===== config.mk =====
export PLATFORM = sky130hd
export DESIGN_NAME = tdt_cell
export DESIGN_NICKNAME = d
export VERILOG_FILES = /design/src/sv/tdt_pkg.sv /design/src/sv/tdt_cell.sv
export SDC_FILE = /design/constraint.sdc
export NUM_CORES = 1
export LEC_CHECK = 0
export BUFFER_PORTS_ARGS = -buffer_cell sky130_fd_sc_hd__buf_2
export CORE_AREA = 3 3 78 80
export CTS_BUF_LIST = sky130_fd_sc_hd__clkbuf_2
export CTS_CLUSTER_DIAMETER = 200
export DETAILED_ROUTE_END_ITERATION = 8
export DIE_AREA = 0 0 81 83
export PLACE_DENSITY = 0.81
export SLEW_MARGIN = 25
export SYNTH_ARGS = -nofsm -noshare
export SYNTH_HDL_FRONTEND = slang
export SYNTH_SLANG_ARGS = --single-unit

===== constraint.sdc =====
create_clock -name clock -period 5.13 [get_ports clock]
set_input_delay 1.026 -clock clock [delete_from_list [all_inputs] [get_ports clock]]
set_output_delay 1.026 -clock clock [all_outputs]
set_load 0.05 [all_outputs]

===== src/sv/tdt_pkg.sv =====
// Shared types and constants for the thread deadline tick timer.
// Used by tdt_cell and thread_deadline_tick_timer; depends on nothing else.
package tdt_pkg;

   // Number of threads served; thread k+1 is bit k of every mask.
   localparam int THREAD_COUNT = 32;
   // One cell per thread plus the monitor alarm cell at position 0.
   localparam int CELL_COUNT   = THREAD_COUNT + 1;

   localparam int MASK_W  = 32;
   localparam int TIME_W  = 32;
   localparam int STAMP_W = 64;
   localparam int INDEX_W = 6;
   localparam int INCR_W  = 32;

   localparam int  TICK_RATE_HZ = 1000;
   localparam logic [TIME_W-1:0] SIGN_BIT = 32'h8000_0000;
   // One millisecond as a 32-bit binary fraction of a second.
   localparam logic [63:0] INCR_FULL = 64'h1_0000_0000 / TICK_RATE_HZ;
   localparam logic [INCR_W-1:0] TICK_INCR_RESET = INCR_FULL[INCR_W-1:0];

   // Operation codes carried in the request tuser.
   typedef enum logic [1:0] {
      OP_TICK  = 2'd0,
      OP_ARM   = 2'd1,
      OP_WAKE  = 2'd2,
      OP_CLEAR = 2'd3
   } tdt_op_type;

   // Configuration register indexes.
   localparam logic CSR_TICK_INCR    = 1'b0;
   localparam logic CSR_ALARM_ENABLE = 1'b1;

   // Sequencer states.
   typedef enum logic {
      ST_IDLE,
      ST_EVAL
   } tdt_state_type;

   // Deadline write command broadcast to the cell row.
   typedef struct packed {
      logic              en;
      logic [TIME_W-1:0] data;
   } tdt_cell_wr_type;

endpackage


===== src/sv/tdt_cell.sv =====
// One deadline cell: holds a single deadline and flags it due against the clock.
// Depends on tdt_pkg.
module tdt_cell
   import tdt_pkg::*;
(
   input  logic              clock,
   input  logic              reset,
   input  tdt_cell_wr_type   wr,
   input  logic [TIME_W-1:0] now,
   output logic              due
);

   logic [TIME_W-1:0] deadline_ff;
   logic [TIME_W-1:0] deadline_in;
   logic [TIME_W-1:0] diff;

   assign deadline_in = wr.en ? wr.data : deadline_ff;

   always_ff @(posedge clock) begin
      if (reset) begin
         deadline_ff <= '0;
      end else begin
         deadline_ff <= deadline_in;
      end
   end

   // Due when the wrap-around difference is zero or negative.
   assign diff = deadline_ff - now;
   assign due  = (diff == '0) || ((diff & SIGN_BIT) != '0);

endmodule


==> metrics.yaml <==
place_area_um2: 3650
grt.total_usage_pct: 24.9
worstRegToRegCells: 2
swShare_pct: 39.1
critPathRequiredTime_ps: 4100
fp-row-count: 27
comb_power_share_pct: 44.7
largest-register: "deadline_ff"
postSynthAreaPerCell_um2: 7.50
die_h_um: 83
dp_hpwl_mm: 6.48
yosysMostFrequentCell: "nor2_1"
cts.sinks: 32
maxSlewViolCount: 0
cts_hold_buf: 0
cap_violations: 0
path_cells: "buf_2, ha_1, fa_2, nand2b_4, a21oi_1, a211o_1, or2b_1, a31oi_1, o2111ai_1, or4_1, nor4_2, nand4b_1, o31ai_4, buf_6"
cp_num_cells: 14
syn_to_final_growth_pct: 21.3
clockRootBuffer: "clkbuf_2"
cts_buffer_depth: 2
worst_pin_slew_ps: 951
cts_setup_buffers: 0
globalplace.congestion: 0.943
grt_pass1_wl_mm: 13.9
grt_max_degree: 33
fin_area_um2: 3750
synth_flop_cell: "dfxtp_1"
end_kind: "output port"
power_switching_uw: 287
path_clk_slew_ps: 190
synth_seq_cells: 32
core_area_um2: 5470
antenna_found_initial: 0
finalSetupViolCount: 0
timing.fmax_mhz: 196
finClkSkew_ps: 0
layout-drive-gt1-share_pct: 22.2
hold_path.class: "reg2reg"
peakVddDrop_mv: 0.107
min_path_cells: 2
yosys.area.top_type: "dfxtp_1"
finalCritPeriodShare_pct: 99.3
h-tree-depth: 2
tritoncts: "yes"
netlist_area_um2: 3090
finalHoldViolCount: 0
clk-insertion-delay-late_ps: 380
initial_utilization_pct: 56.4
ys_types: 56
grt_overflow_total: 0
critical_path_buf_inv_count: 2
synth_area_leaders: "dfxtp_1 (21%), ha_1 (13%), mux2i_1 (11%)"
avgViaCountPerCell: 5.73
slew_headroom_pct: 36.6
nNetsFinal: 597
synth.top_cells.by_count: "nor2_1 (55), inv_1 (43), mux2i_1 (34), a21oi_1 (33), nand2_1 (33)"
drt_iter0_drc: 141
cp.arrival_ps: 4070
rsz0062_at_grt: "true"
port_buffers: 67
syn_inst: 412
routedWlPerCell_um: 14.1
drc_errors: 0
seq_area_frac_synth_pct: 20.7
drt-total-wl_mm: 8.08
crit_type: "in2out"
powerDensity_nw_per_um2: 196
synth.top_cell.area_share_pct: 20.7
p_leak_nw: 1.93
vias: 3271
crit_path_max_incr_delay_ps: 430
async_flop_share_pct: 0
die_w_um: 81
finalCriticalPeriod_ps: 5090
largest_reg_flops: 32
synth_nets: 511
power.total_uw: 734
ios: 68
critPathTopFamily: "simple AND/OR/NAND/NOR gates"
top_regs: "deadline_ff (32)"
p_int_uw: 447
critPathSlowestCell: "or4_1"
die_area_um2: 6720
ys.warnings.count: 0
cts_made_buffers: 5
seqPwrFrac_pct: 37.0
start_kind: "primary input"
diodes: 0
cp_max_fo: 3
pwr-share-clk_pct: 18.2
antenna_left: 0
grt_pass1_vias: 3229
synth_edf_count: 0
drt_pass1_iterations: 4
outcome: "finished, final reports clean"
worst min-delay path: stages (launching register included):
cell	delay (ps)
dfxtp_1	370
mux2i_1	60
nor2_1	80
kinds of logic after synthesis:
kind of cell,synth area share [%]
AO/OA/AOI/OAI,24.7
flip-flops,20.7
buffers and inverters,7.05
AND/OR/NAND/NOR,18.8
adder cells (fa/ha/maj),13.2
multiplexers,11.0
XOR/XNOR,4.54
path summary, 6_finish.rpt:
check | to | from | slack (ps)
setup / recovery | due | now[0] | 40
hold / removal | deadline_ff[14] | deadline_ff[14] | 530
setup reg to reg | deadline_ff[6] | deadline_ff[6] | 4470
hold reg to reg | deadline_ff[14] | deadline_ff[14] | 530
metal layers:
| metal | GRT usage (%) | vias to the layer above | part of all wire, % |
|---|---|---|---|
| met2 | 43.2 | 92 | 50 |
| met3 | 3.69 | 13 | 4.7 |
| met5 | 0 | - | 0 |
| li1 | - | 1648 | - |
| met4 | 6.61 | 0 | 1.3 |
| met1 | 31.4 | 1518 | 44 |
power by group through the flow:
stage | clock, mW | combinational (mW) | sequential [mW]
2_1_floorplan | 0 | 0.220 | 0.275
3_3_place_gp | 0 | 0.312 | 0.276
3_5_place_dp | 0 | 0.317 | 0.277
4_1_cts | 0.136 | 0.323 | 0.272
5_1_grt | 0.147 | 0.365 | 0.274
6_report | 0.134 | 0.328 | 0.272
stage by stage:
| step | cells | util, % | TNS (ps) | hold slack (ps) | setup slack (ps) |
|---|---|---|---|---|---|
| 6_report | 571 | 68.4 | 0 | 528 | 38.0 |
| 5_1_grt | 571 | 68.4 | -80.6 | 557 | -80.6 |
| 4_1_cts | 571 | 67.9 | 0 | 532 | 14.0 |
| 3_5_place_dp | 563 | 66.8 | -140 | 494 | -140 |
| 3_3_place_gp | 563 | 66.8 | -20.3 | 478 | -20.3 |
| 2_1_floorplan | 412 | - | 0 | 460 | 178 |
area by class of cell:
cell class	instances	area [um2]
multi-input combinational	324	2290
fill	500	1730
sequential	32	641
timing repair buffer	92	529
inverter	43	161
tap	72	90.1
clock buffer	7	35.0
clock inverter	1	3.75
repair_timing:
action / 4_1_cts / 5_1_grt
endpoints found under the setup margin: 1 / 1
cloned: 0 / 0
pin swaps: 2 / 5
endpoints found under the hold margin: 0 / 0
gates resized for setup: 5 / 6
layout by cell type (no fill, tap or decap), drive strengths merged, types with 2 or more instances in the layout:
master and n:
buf 92, o221ai 2, o22ai 3, a211oi 4
a21o 8, a31oi 4, mux2i 34, a221oi 3
xor2 5, a41o 2, nand3 7, o21a 4
inv 43, and4 3, nor2b 2, o21bai 4
a21oi 33, nand2 33, nand4 5, xnor2 11
o21ai 23, nor2 55, o2111ai 2, a2111o 2
o31ai 4, and3 2, nor4 2, nor3 8
a2111oi 2, o311ai 2, clkbuf 7, ha 31
dfxtp 32, a211o 2, nand2b 5
Note: power is estimated with default switching activity, not from simulation.
